<file path="config.mk">
export PLATFORM = sky130hd
export DESIGN_NAME = json_string_unescape
export DESIGN_NICKNAME = d
export VERILOG_FILES = /design/src/rtl/core/jsu_pkg.sv /design/src/rtl/core/json_string_unescape.sv
export SDC_FILE = /design/constraint.sdc
export NUM_CORES = 1
export LEC_CHECK = 0
export BUFFER_PORTS_ARGS = -buffer_cell sky130_fd_sc_hd__buf_2
export CAP_MARGIN = 20
export CELL_PAD_IN_SITES_DETAIL_PLACEMENT = 0
export CELL_PAD_IN_SITES_GLOBAL_PLACEMENT = 2
export CORE_AREA = 2 2 97 145
export CTS_BUF_LIST = sky130_fd_sc_hd__clkbuf_16
export DETAILED_ROUTE_END_ITERATION = 7
export DIE_AREA = 0 0 99 147
export GPL_ROUTABILITY_DRIVEN = 0
export PLACE_DENSITY = 0.86
export SETUP_SLACK_MARGIN = 0.05
export SLEW_MARGIN = 0
export SYNTH_ARGS = -nofsm -noshare
export SYNTH_HDL_FRONTEND = slang
export SYNTH_SLANG_ARGS = --single-unit
</file>
<file path="constraint.sdc">
create_clock -name clk -period 5.75 [get_ports clk]
set_clock_uncertainty 0.1 [all_clocks]
set_input_delay 1.15 -clock clk [delete_from_list [all_inputs] [get_ports clk]]
set_output_delay 1.15 -clock clk [all_outputs]
set_load 0.005 [all_outputs]
</file>
<file path="src/rtl/core/jsu_pkg.sv">
package jsu_pkg;

  // Decoder state, one-hot
  typedef enum logic [6:0] {
    M_NORMAL        = 7'b0000001,
    M_ESCAPE        = 7'b0000010,
    M_HEX_FIRST     = 7'b0000100,
    M_AFTER_HIGH    = 7'b0001000,
    M_AFTER_HIGH_BS = 7'b0010000,
    M_HEX_SECOND    = 7'b0100000,
    M_RAW           = 7'b1000000
  } mode_t;

  typedef enum logic [2:0] {
    ST_OK            = 3'd0,
    ST_MISSING_QUOTE = 3'd1,
    ST_BAD_CHAR      = 3'd2,
    ST_BAD_ESCAPE    = 3'd3,
    ST_BAD_HEX       = 3'd4,
    ST_BAD_SURROGATE = 3'd5
  } status_t;

  localparam logic [7:0] CH_NUL    = 8'h00;
  localparam logic [7:0] CH_QUOTE  = 8'h22;
  localparam logic [7:0] CH_BSLASH = 8'h5C;
  localparam logic [7:0] CH_SLASH  = 8'h2F;
  localparam logic [7:0] CH_SPACE  = 8'h20;
  localparam logic [7:0] CH_LC_B   = 8'h62;
  localparam logic [7:0] CH_LC_F   = 8'h66;
  localparam logic [7:0] CH_LC_N   = 8'h6E;
  localparam logic [7:0] CH_LC_R   = 8'h72;
  localparam logic [7:0] CH_LC_T   = 8'h74;
  localparam logic [7:0] CH_LC_U   = 8'h75;

  // top six bits of a high / low surrogate code unit
  localparam logic [5:0]  SURR_HI_TAG    = 6'h36;
  localparam logic [5:0]  SURR_LO_TAG    = 6'h37;
  // 0x10000 >> 10
  localparam logic [10:0] SURR_PAIR_BASE = 11'h040;

  typedef struct packed {
    logic [2:0]      count;
    logic [3:0][7:0] data;
  } utf8_t;

  // result of one byte in normal or escape state
  typedef struct packed {
    logic       emit;
    logic [7:0] data;
    logic       done;
    status_t    st;
    mode_t      mode;
    logic [1:0] raw;
    logic       start_hex;
  } step_t;

  function automatic utf8_t utf8_encode(input logic [20:0] cp);
    utf8_t r;
    r = '0;
    if (cp <= 21'h00007F) begin
      r.count   = 3'd1;
      r.data[0] = cp[7:0];
    end else if (cp <= 21'h0007FF) begin
      r.count   = 3'd2;
      r.data[0] = {3'b110, cp[10:6]};
      r.data[1] = {2'b10, cp[5:0]};
    end else if (cp <= 21'h00FFFF) begin
      r.count   = 3'd3;
      r.data[0] = {4'b1110, cp[15:12]};
      r.data[1] = {2'b10, cp[11:6]};
      r.data[2] = {2'b10, cp[5:0]};
    end else begin
      r.count   = 3'd4;
      r.data[0] = {5'b11110, cp[20:18]};
      r.data[1] = {2'b10, cp[17:12]};
      r.data[2] = {2'b10, cp[11:6]};
      r.data[3] = {2'b10, cp[5:0]};
    end
    return r;
  endfunction

  // {valid, value}
  function automatic logic [4:0] hex_digit(input logic [7:0] b);
    logic [4:0] r;
    r = '0;
    if (b >= 8'h30 && b <= 8'h39) begin
      r = {1'b1, 4'(b - 8'h30)};
    end else if (b >= 8'h41 && b <= 8'h46) begin
      r = {1'b1, 4'(b - 8'h37)};
    end else if (b >= 8'h61 && b <= 8'h66) begin
      r = {1'b1, 4'(b - 8'h57)};
    end
    return r;
  endfunction

  function automatic step_t normal_step(input logic [7:0] b);
    step_t s;
    s = '{emit: 1'b0, data: 8'h00, done: 1'b0, st: ST_OK, mode: M_NORMAL,
          raw: 2'd0, start_hex: 1'b0};
    if (b == CH_QUOTE) begin
      s.done = 1'b1;
      s.st   = ST_OK;
    end else if (b == CH_NUL) begin
      s.done = 1'b1;
      s.st   = ST_MISSING_QUOTE;
    end else if (b == CH_BSLASH) begin
      s.mode = M_ESCAPE;
    end else if (b < CH_SPACE) begin
      s.done = 1'b1;
      s.st   = ST_BAD_CHAR;
    end else begin
      s.emit = 1'b1;
      s.data = b;
      if ((b & 8'hF8) == 8'hF0) begin
        s.raw = 2'd3;
      end else if ((b & 8'hF0) == 8'hE0) begin
        s.raw = 2'd2;
      end else if ((b & 8'hE0) == 8'hC0) begin
        s.raw = 2'd1;
      end
      s.mode = (s.raw != 2'd0) ? M_RAW : M_NORMAL;
    end
    return s;
  endfunction

  function automatic step_t escape_step(input logic [7:0] b);
    step_t s;
    s = '{emit: 1'b1, data: b, done: 1'b0, st: ST_OK, mode: M_NORMAL,
          raw: 2'd0, start_hex: 1'b0};
    case (b)
      CH_BSLASH, CH_QUOTE, CH_SLASH: s.data = b;
      CH_LC_B: s.data = 8'h08;
      CH_LC_F: s.data = 8'h0C;
      CH_LC_N: s.data = 8'h0A;
      CH_LC_R: s.data = 8'h0D;
      CH_LC_T: s.data = 8'h09;
      CH_LC_U: begin
        s.emit      = 1'b0;
        s.mode      = M_HEX_FIRST;
        s.start_hex = 1'b1;
      end
      default: begin
        s.emit = 1'b0;
        s.done = 1'b1;
        s.st   = ST_BAD_ESCAPE;
      end
    endcase
    return s;
  endfunction

endpackage

</file>
<file path="src/rtl/core/json_string_unescape.sv">
// Channel  Direction  Handshake            Payload
// in       receive    in_valid/in_stall    text_byte
// out      send       out_valid/out_stall  out_byte, byte_valid, finished, status, last
//
// Each accepted byte is decoded in the cycle it arrives and its 0..4 results
// land in a result bundle register; they leave one per cycle while out_stall is low, one transfer each.
// A byte with one or no result sustains one byte per cycle while out_stall is low; a byte with n > 1
// results holds the input until its final result is transferred, as there is a single output port.
// Synchronous reset returns the decoder to normal character state and empties
// the bundle. out_stall only holds the bundle; the input is taken again in the
// same cycle the final result of the bundle is transferred.
module json_string_unescape (
  input  logic              clk,
  input  logic              rst,
  input  logic              in_valid,
  output logic              in_stall,
  input  logic [7:0]        text_byte,
  output logic              out_valid,
  input  logic              out_stall,
  output logic [7:0]        out_byte,
  output logic              byte_valid,
  output logic              finished,
  output jsu_pkg::status_t  status,
  output logic              last
);
  import jsu_pkg::*;

  // decoder state
  mode_t       mode, mode_next;
  logic [15:0] code_unit, code_unit_next;
  logic [9:0]  high_half, high_half_next;
  logic [1:0]  digit_count, digit_count_next;
  logic [1:0]  raw_remaining, raw_remaining_next;

  // result bundle: data bytes first, then an optional status result
  logic [3:0][7:0] bnd_data, bnd_data_next;
  logic [2:0]      bnd_nbytes, bnd_nbytes_next;
  logic [2:0]      bnd_total, bnd_total_next;
  status_t         bnd_st, bnd_st_next;
  logic [2:0]      pos;

  logic in_xfer, out_xfer, is_byte;

  // combinational decode helpers
  logic [4:0]  hx;
  logic [15:0] cu_shift;
  logic        pfx_en;        // UTF-8 of a code point goes first
  logic [20:0] pfx_cp;
  logic        tail_en;       // then a normal/escape byte handler
  logic        tail_esc;
  step_t       act;
  logic        byte_en;       // a single plain byte
  logic [7:0]  byte_d;
  logic        fin_en;        // string ends with a status
  status_t     fin_st;
  utf8_t       enc;
  logic [2:0]  pn;

  always_comb begin
    mode_next          = mode;
    code_unit_next     = code_unit;
    high_half_next     = high_half;
    digit_count_next   = digit_count;
    raw_remaining_next = raw_remaining;
    pfx_en   = 1'b0;
    pfx_cp   = '0;
    tail_en  = 1'b0;
    tail_esc = 1'b0;
    byte_en  = 1'b0;
    byte_d   = 8'h00;
    fin_en   = 1'b0;
    fin_st   = ST_OK;
    act      = '0;

    hx       = hex_digit(text_byte);
    cu_shift = {code_unit[11:0], hx[3:0]};

    case (mode)
      M_ESCAPE: begin
        tail_en  = 1'b1;
        tail_esc = 1'b1;
      end
      M_HEX_FIRST: begin
        if (!hx[4]) begin
          fin_en = 1'b1;
          fin_st = ST_BAD_HEX;
        end else begin
          code_unit_next = cu_shift;
          if (digit_count == 2'd3) begin
            digit_count_next = 2'd0;
            if (cu_shift[15:10] == SURR_HI_TAG) begin
              // hold the high half, a low half may follow
              high_half_next = cu_shift[9:0];
              mode_next      = M_AFTER_HIGH;
            end else begin
              pfx_en    = 1'b1;
              pfx_cp    = {5'd0, cu_shift};
              mode_next = M_NORMAL;
            end
          end else begin
            digit_count_next = digit_count + 2'd1;
          end
        end
      end
      M_AFTER_HIGH: begin
        if (text_byte == CH_BSLASH) begin
          mode_next = M_AFTER_HIGH_BS;
        end else begin
          // lone high surrogate goes out as is, then this byte as normal text
          pfx_en  = 1'b1;
          pfx_cp  = {5'd0, SURR_HI_TAG, high_half};
          tail_en = 1'b1;
        end
      end
      M_AFTER_HIGH_BS: begin
        if (text_byte == CH_LC_U) begin
          mode_next        = M_HEX_SECOND;
          code_unit_next   = '0;
          digit_count_next = 2'd0;
        end else begin
          pfx_en   = 1'b1;
          pfx_cp   = {5'd0, SURR_HI_TAG, high_half};
          tail_en  = 1'b1;
          tail_esc = 1'b1;
        end
      end
      M_HEX_SECOND: begin
        if (!hx[4]) begin
          fin_en = 1'b1;
          fin_st = ST_BAD_HEX;
        end else begin
          code_unit_next = cu_shift;
          if (digit_count == 2'd3) begin
            digit_count_next = 2'd0;
            if (cu_shift[15:10] != SURR_LO_TAG) begin
              fin_en = 1'b1;
              fin_st = ST_BAD_SURROGATE;
            end else begin
              pfx_en    = 1'b1;
              pfx_cp    = {SURR_PAIR_BASE + {1'b0, high_half}, cu_shift[9:0]};
              mode_next = M_NORMAL;
            end
          end else begin
            digit_count_next = digit_count + 2'd1;
          end
        end
      end
      M_RAW: begin
        // continuation bytes are copied unchecked; only NUL ends the string
        if (text_byte == CH_NUL) begin
          fin_en = 1'b1;
          fin_st = ST_MISSING_QUOTE;
        end else begin
          byte_en            = 1'b1;
          byte_d             = text_byte;
          raw_remaining_next = raw_remaining - 2'd1;
          if (raw_remaining == 2'd1) begin
            mode_next = M_NORMAL;
          end
        end
      end
      default: begin
        tail_en = 1'b1;
      end
    endcase

    if (tail_en) begin
      act                = tail_esc ? escape_step(text_byte) : normal_step(text_byte);
      byte_en            = act.emit;
      byte_d             = act.data;
      fin_en             = act.done;
      fin_st             = act.st;
      mode_next          = act.mode;
      raw_remaining_next = act.raw;
      if (act.start_hex) begin
        code_unit_next   = '0;
        digit_count_next = 2'd0;
      end
    end

    if (fin_en) begin
      mode_next          = M_NORMAL;
      code_unit_next     = '0;
      high_half_next     = '0;
      digit_count_next   = 2'd0;
      raw_remaining_next = 2'd0;
    end

    // assemble the bundle; a tail byte follows the prefix (which then has
    // at most three bytes)
    enc           = utf8_encode(pfx_cp);
    pn            = pfx_en ? enc.count : 3'd0;
    bnd_data_next = pfx_en ? enc.data : '0;
    if (byte_en) begin
      bnd_data_next[pn[1:0]] = byte_d;
    end
    bnd_nbytes_next = pn + {2'd0, byte_en};
    bnd_total_next  = bnd_nbytes_next + {2'd0, fin_en};
    bnd_st_next     = fin_st;
  end

  // output side
  assign out_valid = (pos != bnd_total);
  assign last      = ((pos + 3'd1) == bnd_total);
  assign out_xfer  = out_valid && !out_stall;
  // take a byte when the bundle is empty or its final result leaves now
  assign in_stall  = out_valid && !(last && !out_stall);
  assign in_xfer   = in_valid && !in_stall;

  assign is_byte    = (pos < bnd_nbytes);
  assign out_byte   = is_byte ? bnd_data[pos[1:0]] : 8'h00;
  assign byte_valid = is_byte;
  assign finished   = !is_byte;
  assign status     = is_byte ? ST_OK : bnd_st;

  always_ff @(posedge clk) begin
    if (rst) begin
      mode          <= M_NORMAL;
      code_unit     <= '0;
      high_half     <= '0;
      digit_count   <= 2'd0;
      raw_remaining <= 2'd0;
      pos           <= 3'd0;
      bnd_total     <= 3'd0;
    end else if (in_xfer) begin
      mode          <= mode_next;
      code_unit     <= code_unit_next;
      high_half     <= high_half_next;
      digit_count   <= digit_count_next;
      raw_remaining <= raw_remaining_next;
      pos           <= 3'd0;
      bnd_total     <= bnd_total_next;
    end else if (out_xfer) begin
      pos <= pos + 3'd1;
    end
  end

  // payload, no reset
  always_ff @(posedge clk) begin
    if (in_xfer) begin
      bnd_data   <= bnd_data_next;
      bnd_nbytes <= bnd_nbytes_next;
      bnd_st     <= bnd_st_next;
    end
  end

endmodule
</file>
==> run_results.csv, run 1 <==
group,metric,value,unit
yosys,yosys.area.top_type_share,22.5,%
routing,ant_nets,0,
clock_network,insertion_delay,0.34,ns
final_layout,drive_gt1_share,13.7,%
worst_setup_path,cp_top_family,"compound AO/OA/AOI/OAI gates",
global_routing,grt_util_all_layers,20.9,%
worst_setup_path,crit_path_end_kind,"flip-flop",
yosys,seq_area_frac_synth,37.9,%
clock_network,cts_max_path_buffers,2,
die,core,13300,um2
sta,final-max-slew-violation-count,0,
final_layout,finalNetCount,593,
worst_setup_path,critical_path_required,5.86,ns
yosys,synth_edf_count,38,
worst_setup_path,crit_type,"input port to flip-flop",
sta,min_period_over_period,85.0,%
global_routing,met3_usage,3.81,%
clock_network,cts.clk_slew.worst_paths,0.07,ns
routing,vias_per_cell,6.18,
routing,wl_per_cell,20.3,um
die,initial_core_util,38.0,%
global_routing,grt_antenna_before_repair,0,
routing,detailroute.via_count,4531,
placement,preCtsSetupSlack,0.616,ns
die,row_count,52,
clock_network,root_buffer,"clkbuf_16",
worst_setup_path,path_cells,"buf_2, inv_1, ha_1, nand2_1, nor3_1, o31ai_2, buf_4, a21oi_1, o21ai_0, and3_1, ha_1, ha_1, ha_1, xor2_1, mux2i_1, nor2_1",
final_layout,finalNonFillerCells,733,
yosys,synth.yosys.warnings,0,
placement,place_inst,717,
worst_setup_path,cp-start-kind,"input port",
power,p_total,1.32,mW
worst_setup_path,crit_path_max_incr_delay,0.57,ns
routing,drt-initial-drc-count,350,
yosys,synthTopCellsByCount,"a21oi_1 (44), nand2_1 (43), dfxtp_1 (39), edfxtp_1 (38), nor2_1 (38)",
routing,drt_wl_total,14.9,mm
yosys,post-synth-top-count-cell,"a21oi_1",
sta,worstMarginPinSlew,0.928,ns
worst_setup_path,cp_num_buf_inv,3,
status,status,"finished clean",
flow_run,maxCapViolCount,0,
clock_network,clock_sinks,77,
power,power.leakage,1.99,nW
die,num_io_pins,28,
die,chipWidth,99,um
yosys,yosysTopAreaCell,"edfxtp_1",
worst_setup_path,crit_arrival,5.00,ns
power,peakVddDrop,0.144,mV
sta,slew_headroom,37.7,%
yosys,yosysUniqueCellTypes,78,
yosys,synth_area,5070,um2
global_routing,grt_pass1_vias,4380,
clock_network,h-tree-depth,3,
clock_network,cts_tree,"built",
global_routing,grtUsageMet2,36.3,%
global_routing,grt_max_degree,41,
final_layout,final_area,5590,um2
die,die-area,14600,um2
placement,placed_area,5320,um2
global_routing,met1_usage,23.9,%
yosys,async_reset_ff_share,0,%
sta,setup-violations-final,0,
placement,hpwl,11.4,mm
clock_network,cts_resized,0,
sta,finalSetupTns,0,ns
final_layout,utilization,41.9,%
final_layout,area_growth_syn_to_layout,10.2,%
routing,drc,0,
clock_network,cts_inserted_buffers,9,
yosys,avgSynthCellArea,9.19,um2
placement,io_buffers,27,
yosys,synth_area_leaders,"edfxtp_1 (23%), dfxtp_1 (15%), a21oi_1 (4.3%)",
sta,fmax,204,MHz
yosys,synth-seq-cells,77,
die,die_h,147,um
worst_setup_path,crit_path_max_fanout,22,
sta,whs,0.351,ns
global_routing,busiest_layer,"met2",
worst_setup_path,cp_slowest_cell,"a21oi_1",
yosys,synthCells,552,
yosys,synth-main-ff-cell,"dfxtp_1",
min_path,hold_path_class,"flip-flop to flip-flop",
clock_network,postCtsSetupBuffers,0,
global_routing,overflow,0,
clock_network,cts-hold-fix-buffers,0,
global_routing,grt_pass1_wl,23.8,mm
final_layout,num_antenna_cells,0,
sta,timing.final.ws_setup,0.860,ns
sta,period_needed,4.89,ns
routing,drtPass1Iterations,5,
sta,hold_violations,0,
sta,rsz0062_at_grt,"false",
power,powerDensity,235,nW/um2
worst_setup_path,worst_path_most_repeated_cell,"ha_1",
[registers in the layout, summed over array words and instances, names as in the netlist]
name	count
bnd_data	32
bnd_nbytes	3
bnd_st	3
bnd_total	3
code_unit	12
digit_count	2
high_half	10
mode	7
pos	3
raw_remaining	2
[layout make-up]
type,instances,area [um2]
Clock buffer,9,225
Clock inverter,7,38.8
Multi-Input combinational cell,430,2960
Sequential cell,77,1920
Inverter,13,48.8
Tap cell,162,203
Timing Repair Buffer,35,195
Fill cell,1324,7750
[final timing paths]
path,startpoint,end,slack [ns],cells past startpoint
hold reg to reg,raw_remaining[1]$_SDFFE_PP0P_,raw_remaining[1]$_SDFFE_PP0P_,0.35,2
hold / removal,raw_remaining[1]$_SDFFE_PP0P_,raw_remaining[1]$_SDFFE_PP0P_,0.35,2
setup / recovery,text_byte[0],bnd_total[2]$_SDFFE_PP0P_,0.86,16
setup reg to reg,digit_count[0]$_SDFFE_PP0P_,bnd_total[2]$_SDFFE_PP0P_,1.00,13
[logic make-up (layout without fill, tap and decap cells)]
family / Yosys count / after routing / share of synthesized area (%)
muxes: 20 / 20 / 5.95
other: 1 / 2 / 0.0739
and+or+nand+nor: 200 / 200 / 21.9
xor gates and xnor gates: 14 / 14 / 2.42
buffers and inverters: 46 / 64 / 4.00
adders and majority gates: 15 / 15 / 3.70
AOI/OAI and AO/OA: 179 / 179 / 24.1
DFF: 77 / 77 / 37.9
[cell usage in the layout (no fill, tap or decap), types with 5 or more instances in the layout]
cell type,netlist,routed
or4b_2,5,5
mux2i_1,11,11
buf_4,0,8
nand2b_1,8,8
nand2_1,43,43
nand4_1,5,5
xnor2_1,9,9
nor2_1,38,38
dfxtp_1,39,39
ha_1,15,15
o211ai_1,5,5
mux4_2,8,8
o22ai_1,11,11
edfxtp_1,38,38
inv_1,12,12
clkbuf_16,0,9
nor3b_1,5,5
buf_2,6,27
or3_1,9,9
and2_1,6,6
a22oi_1,14,14
o21ai_0,33,33
a22o_1,21,21
nand3_1,17,17
nor3_1,19,19
nor2b_1,15,15
xor2_1,5,5
a21oi_1,44,44
[tightest hold or removal path, delay by kind of cell, from the launching register on]
family | cells | cell delay (ns)
compound gates | 1 | 0.05
simple gates | 1 | 0.05
flops | 1 | 0.31
[layer usage]
metal	vias up	part of all wire (%)
met2	141	51
li1	2146	-
met4	0	5.1
met1	2195	40
met3	49	3.9
met5	-	0
[report_power, final]
| group | internal (mW) | switching, mW | total [mW] |
|---|---|---|---|
| Combinational | 0.0661 | 0.0986 | 0.165 |
| Clock | 0.290 | 0.234 | 0.524 |
| Sequential | 0.615 | 0.0125 | 0.627 |
| Total | 0.971 | 0.345 | 1.32 |
Note: power is estimated with default switching activity, not from simulation.
==> inputs of run 2 (changes only) <==
--- a/config.mk
+++ b/config.mk
@@ -8,13 +8,14 @@
 export BUFFER_PORTS_ARGS = -buffer_cell sky130_fd_sc_hd__buf_2
 export CAP_MARGIN = 20
 export CELL_PAD_IN_SITES_DETAIL_PLACEMENT = 0
-export CELL_PAD_IN_SITES_GLOBAL_PLACEMENT = 2
-export CORE_AREA = 2 2 97 145
+export CELL_PAD_IN_SITES_GLOBAL_PLACEMENT = 1
+export CORE_AREA = 2 2 87 131
 export CTS_BUF_LIST = sky130_fd_sc_hd__clkbuf_16
+export CTS_CLUSTER_SIZE = 40
 export DETAILED_ROUTE_END_ITERATION = 7
-export DIE_AREA = 0 0 99 147
+export DIE_AREA = 0 0 89 133
 export GPL_ROUTABILITY_DRIVEN = 0
-export PLACE_DENSITY = 0.86
+export PLACE_DENSITY = 0.88
 export SETUP_SLACK_MARGIN = 0.05
 export SLEW_MARGIN = 0
 export SYNTH_ARGS = -nofsm -noshare
==> run_results.csv, run 2 (synthesized netlist as in run 1, its figures left out) <==
group,metric,value,unit
status,status,"finished clean",
power,powerDensity,250,nW/um2
sta,min_period_over_period,85.5,%
final_layout,final_common_cell,"a21oi_1",
worst_setup_path,crit_path_max_incr_delay,0.71,ns
global_routing,grt_antenna_before_repair,0,
sta,whs,0.360,ns
sta,fmax,204,MHz
die,core,10800,um2
worst_setup_path,crit_path_max_fanout,6,
power,power.leakage,2.01,nW
sta,setup-violations-final,0,
clock_network,cts_resized,0,
clock_network,root_buffer,"clkbuf_16",
clock_network,clock_sinks,77,
sta,final-max-slew-violation-count,0,
global_routing,grtUsageMet2,41.2,%
sta,worstMarginPinSlew,1.01,ns
routing,drtPass1Iterations,5,
worst_setup_path,crit_arrival,5.03,ns
worst_setup_path,cp_top_family,"compound AO/OA/AOI/OAI gates",
global_routing,overflow,0,
routing,drc,0,
clock_network,cts_tree,"built",
worst_setup_path,cp_slowest_cell,"a2111oi_0",
sta,slew_headroom,31.9,%
global_routing,met1_usage,28.2,%
die,die-area,11800,um2
worst_setup_path,critical_path_required,5.87,ns
global_routing,grt_max_degree,43,
placement,hpwl,10.5,mm
final_layout,num_antenna_cells,0,
final_layout,finalNetCount,592,
worst_setup_path,path_cells,"buf_2, inv_1, ha_1, o21bai_1, a2111oi_0, nor2_1, nor3b_1, o21ai_0, and3_1, ha_1, ha_1, ha_1, xor2_1, mux2i_1, nor2_1",
clock_network,cts.clk_slew.worst_paths,0.06,ns
clock_network,cts_max_path_buffers,2,
final_layout,nFillCells,1020,
final_layout,mostFrequentLayoutCells,"a21oi_1 (44), nand2_1 (43), dfxtp_1 (39), nor2_1 (38), edfxtp_1 (38)",
worst_setup_path,crit_path_end_kind,"flip-flop",
die,initial_core_util,46.9,%
worst_setup_path,cp-start-kind,"input port",
final_layout,largest_reg_flops,32,
min_path,hold_path_class,"flip-flop to flip-flop",
die,row_count,47,
sta,hold_violations,0,
final_layout,reg_top3,"bnd_data: 32 flops, code_unit: 12 flops, high_half: 10 flops",
global_routing,grt_pass1_vias,4370,
final_layout,area_growth_syn_to_layout,11.0,%
global_routing,grt_pass1_wl,22.1,mm
routing,vias_per_cell,6.32,
routing,drt-initial-drc-count,593,
worst_setup_path,cp_num_buf_inv,2,
sta,rsz0062_at_grt,"false",
global_routing,met3_usage,3.68,%
placement,io_buffers,27,
routing,detailroute.via_count,4533,
final_layout,regMostFlops,"bnd_data",
sta,finalSetupTns,0,ns
global_routing,busiest_layer,"met2",
routing,wl_per_cell,19.3,um
routing,drt_wl_total,13.9,mm
sta,period_needed,4.91,ns
routing,ant_nets,0,
power,peakVddDrop,0.150,mV
clock_network,h-tree-depth,3,
final_layout,drive_gt1_share,13.5,%
global_routing,grt_util_all_layers,24.2,%
clock_network,insertion_delay,0.35,ns
flow_run,maxCapViolCount,0,
worst_setup_path,worst_path_most_repeated_cell,"ha_1",
die,die_h,133,um
clock_network,cts_inserted_buffers,9,
clock_network,cts-hold-fix-buffers,0,
die,chipWidth,89,um
worst_setup_path,crit_type,"input port to flip-flop",
die,num_io_pins,28,
clock_network,postCtsSetupBuffers,0,
run 2: cell count changes in the layout (fill, tap and decap cells not counted):
cell | before | now
bufinv_16 | 0 | 1
clkbuf_16 | 9 | 11
inv_1 | 12 | 13
buf_4 | 8 | 7
inv_4 | 2 | 0
clkinv_4 | 0 | 1
clkinv_1 | 2 | 1
clkinv_2 | 2 | 0
run 2: worst paths after layout:
path | start | to | slack, ns | cells past startpoint
hold / removal | raw_remaining[1]$_SDFFE_PP0P_ | raw_remaining[1]$_SDFFE_PP0P_ | 0.36 | 2
setup / recovery | text_byte[1] | bnd_total[2]$_SDFFE_PP0P_ | 0.84 | 15
hold reg to reg | raw_remaining[1]$_SDFFE_PP0P_ | raw_remaining[1]$_SDFFE_PP0P_ | 0.36 | 2
setup reg to reg | digit_count[0]$_SDFFE_PP0P_ | bnd_total[2]$_SDFFE_PP0P_ | 0.98 | 13
run 2: through the flow:
step,std cells,area [um2],total power [mW],setup slack [ns],utilization [%]
3_3_place_gp,701,5300,0.795,0.815,49.0
6_report,717,5630,1.41,0.836,52.0
3_5_place_dp,701,5300,0.803,0.672,49.0
2_1_floorplan,553,5070,0.751,1.06,-
5_1_grt,717,5630,1.46,0.530,52.0
4_1_cts,717,5630,1.41,1.02,52.0
run 2: final cells by class:
cell class	count	area [um2]	share of cell area, %
clock buffer	11	275	4.89
clock inverter	5	55.1	0.978
inverter	13	48.8	0.867
multi-input combinational	430	2960	52.5
sequential	77	1920	34.1
tap	147	184	3.27
timing repair buffer	34	188	3.33
run 2: worst reg2reg max path, stage by stage, from the launching register on:
cell	delay (ns)
dfxtp_1	0.36
ha_1	0.33
or4b_2	0.74
nor4_2	0.60
or2_2	0.31
nor3b_1	0.44
o21ai_0	0.36
and3_1	0.31
ha_1	0.32
ha_1	0.21
ha_1	0.18
xor2_1	0.16
mux2i_1	0.17
nor2_1	0.06
run 2: where the power goes:
part / switching [mW] / leakage, nW / internal, mW
clock network: 0.229 / 0.168 / 0.388
registers: 0.0127 / 0.691 / 0.615
logic: 0.0966 / 1.15 / 0.0662
total: 0.338 / 2.01 / 1.07
run 2: routing by layer:
metal	part of all wire [%]	wire length, um	up-vias
met5	0	0	-
met4	4.7	650	0
met3	5.3	729	42
met2	51	7120	184
met1	39	5360	2164
li1	-	-	2143
==> inputs of run 3 (changes only) <==
--- a/config.mk
+++ b/config.mk
@@ -9,13 +9,13 @@
 export CAP_MARGIN = 20
 export CELL_PAD_IN_SITES_DETAIL_PLACEMENT = 0
 export CELL_PAD_IN_SITES_GLOBAL_PLACEMENT = 1
-export CORE_AREA = 2 2 87 131
+export CORE_AREA = 2 2 84 126
 export CTS_BUF_LIST = sky130_fd_sc_hd__clkbuf_16
 export CTS_CLUSTER_SIZE = 40
 export DETAILED_ROUTE_END_ITERATION = 7
-export DIE_AREA = 0 0 89 133
+export DIE_AREA = 0 0 86 128
 export GPL_ROUTABILITY_DRIVEN = 0
-export PLACE_DENSITY = 0.88
+export PLACE_DENSITY = 0.93
 export SETUP_SLACK_MARGIN = 0.05
 export SLEW_MARGIN = 0
 export SYNTH_ARGS = -nofsm -noshare
==> constraint.sdc (replaced) <==
create_clock -name clk -period 5.8 [get_ports clk]
set_clock_uncertainty 0.1 [all_clocks]
set_input_delay 1.16 -clock clk [delete_from_list [all_inputs] [get_ports clk]]
set_output_delay 1.16 -clock clk [all_outputs]
set_load 0.005 [all_outputs]
==> run_results.csv, run 3 (synthesized netlist as in run 1, its figures left out) <==
group,metric,value,unit
routing,drt_wl_total,13.5,mm
power,netSwitchingPower,331,uW
worst_setup_path,crit_path_end_kind,"flip-flop",
clock_network,root_buffer,"clkbuf_16",
sta,min_period_over_period,85.7,%
clock_network,cts_max_path_buffers,2,
sta,timing.final.ws_setup,0.831,ns
global_routing,grt_max_degree,42,
final_layout,area_growth_syn_to_layout,10.0,%
power,power.internal,1.06,mW
sta,period_needed,4.97,ns
power,pwr-share-comb,11.5,%
routing,drtPass1Iterations,5,
sta,worstMarginPinSlew,0.913,ns
worst_setup_path,cp-start-kind,"input port",
die,core,9970,um2
flow_run,maxCapViolCount,0,
power,peakVddDrop,0.171,mV
routing,vias_per_cell,6.66,
routing,detailroute.via_count,4570,
sta,final-max-slew-violation-count,0,
min_path,whs_endpoint,"raw_remaining[1]$_SDFFE_PP0P_",
power,powerDensity,249,nW/um2
sta,hold_violations,0,
clock_network,h-tree-depth,3,
worst_setup_path,crit_cells,16,
placement,preCtsSetupSlack,0.686,ns
sta,fmax,201,MHz
status,status,"finished clean",
worst_setup_path,critPathLaunch,"text_byte[0]",
routing,drt-initial-drc-count,462,
final_layout,num_antenna_cells,0,
clock_network,cts_inserted_buffers,9,
min_path,hold_path_class,"flip-flop to flip-flop",
clock_network,clock_sinks,77,
routing,drc,0,
worst_setup_path,rr_worst_depth,13,
routing,wl_per_cell,19.6,um
clock_network,cts.clk_slew.worst_paths,0.06,ns
sta,rsz0062_at_grt,"false",
clock_network,postCtsSetupBuffers,0,
worst_setup_path,path_cells,"buf_2, inv_1, ha_1, nand2_1, nor3_1, o31ai_2, buf_4, a21oi_1, o21ai_0, and3_1, ha_1, ha_1, ha_1, xor2_1, mux2i_1, nor2_1",
power,clkPwrFrac,43.8,%
placement,io_buffers,27,
power,power.share.switching,23.8,%
die,die_h,128,um
final_layout,regMostFlops,"bnd_data",
die,row_count,45,
final_layout,mostFrequentLayoutCells,"a21oi_1 (44), nand2_1 (43), dfxtp_1 (39), nor2_1 (38), edfxtp_1 (38)",
worst_setup_path,crit_arrival,5.09,ns
worst_setup_path,r2r_start,"digit_count[0]$_SDFFE_PP0P_",
final_layout,drive_gt1_share,13.4,%
min_path,whs_path_depth,2,
global_routing,grt_util_all_layers,24.9,%
sta,slew_headroom,38.6,%
power,power.leakage,2.01,nW
final_layout,largest_reg_flops,32,
power,seqPwrFrac,44.7,%
placement,hpwl,10.1,mm
die,die-area,11000,um2
clock_network,cts_resized,0,
sta,setup-violations-final,0,
global_routing,grt_pass1_vias,4243,
clock_network,cts-hold-fix-buffers,0,
worst_setup_path,cp_slowest_cell,"a21oi_1",
final_layout,reg_top3,"bnd_data: 32 flops, code_unit: 12 flops, high_half: 10 flops",
worst_setup_path,critical_path_required,5.92,ns
die,chipWidth,86,um
final_layout,finalNetCount,591,
worst_setup_path,cp_num_buf_inv,3,
sta,finalSetupTns,0,ns
routing,ant_nets,0,
final_layout,nFillCells,899,
clock_network,cts_tree,"built",
global_routing,grt_antenna_before_repair,0,
worst_setup_path,crit_path_max_fanout,23,
worst_setup_path,crit_type,"input port to flip-flop",
worst_setup_path,r2r-end,"bnd_total[2]$_SDFFE_PP0P_",
global_routing,overflow,0,
worst_setup_path,cp_top_family,"compound AO/OA/AOI/OAI gates",
worst_setup_path,worst_path_most_repeated_cell,"ha_1",
clock_network,insertion_delay,0.34,ns
die,num_io_pins,28,
worst_setup_path,crit_path_max_incr_delay,0.59,ns
final_layout,final_common_cell,"a21oi_1",
global_routing,grt_pass1_wl,21.3,mm
die,initial_core_util,50.9,%
min_path,hold_path.startpoint,"raw_remaining[1]$_SDFFE_PP0P_",
worst_setup_path,reg2reg_slack,1.20,ns
## run 3: worst max path at each step
stage | endpoint
after floorplan | bnd_total[2]$_SDFFE_PP0P_
after global placement | bnd_total[2]$_SDFFE_PP0P_
after detailed placement | bnd_total[2]$_SDFFE_PP0P_
after CTS | bnd_total[2]$_SDFFE_PP0P_
after global routing | bnd_total[2]$_SDFFE_PP0P_
final | bnd_total[2]$_SDFFE_PP0P_
## run 3: worst min-delay path: stages (launching register included)
cell     delay, ns
dfxtp_1       0.31
nand2_1       0.05
a21oi_1       0.05
## run 3: area by class of cell
type                            instances  area (um2)  area share [%]
Tap cell                              117         146            2.62
Clock inverter                          5        52.6           0.942
Sequential cell                        77        1920            34.4
Timing Repair Buffer                   33         180            3.23
Clock buffer                           11         275            4.93
Multi-Input combinational cell        430        2960            53.0
Inverter                               13        48.8           0.874
## run 3: layer usage
| layer | wire length, um | part of all wire, % | track usage [%] | vias up |
|---|---|---|---|---|
| met2 | 6410 | 48 | 40.8 | 206 |
| met1 | 5320 | 40 | 28.3 | 2158 |
| met5 | 0 | 0 | 0 | - |
| li1 | - | - | - | 2132 |
| met4 | 993 | 7.4 | 18.5 | 0 |
| met3 | 731 | 5.4 | 4.96 | 74 |
## run 3: power groups by stage
stage / sequential, mW / clock (mW) / combinational, mW
global route: 0.625 / 0.639 / 0.174
finish: 0.621 / 0.608 / 0.160
global placement: 0.632 / 0 / 0.155
detailed placement: 0.634 / 0 / 0.159
floorplan: 0.628 / 0 / 0.116
CTS: 0.622 / 0.615 / 0.159
## run 3: per-stage QoR
step / util [%] / instances / total power, mW / cell area [um2] / hold WS, ns
finish: 56.0 / 686 / 1.39 / 5580 / 0.357
global route: 56.0 / 686 / 1.44 / 5580 / 0.392
CTS: 56.0 / 686 / 1.40 / 5580 / 0.363
detailed placement: 52.7 / 670 / 0.793 / 5250 / 0.354
global placement: 52.7 / 670 / 0.787 / 5250 / 0.340
floorplan: - / 553 / 0.744 / 5070 / 0.326
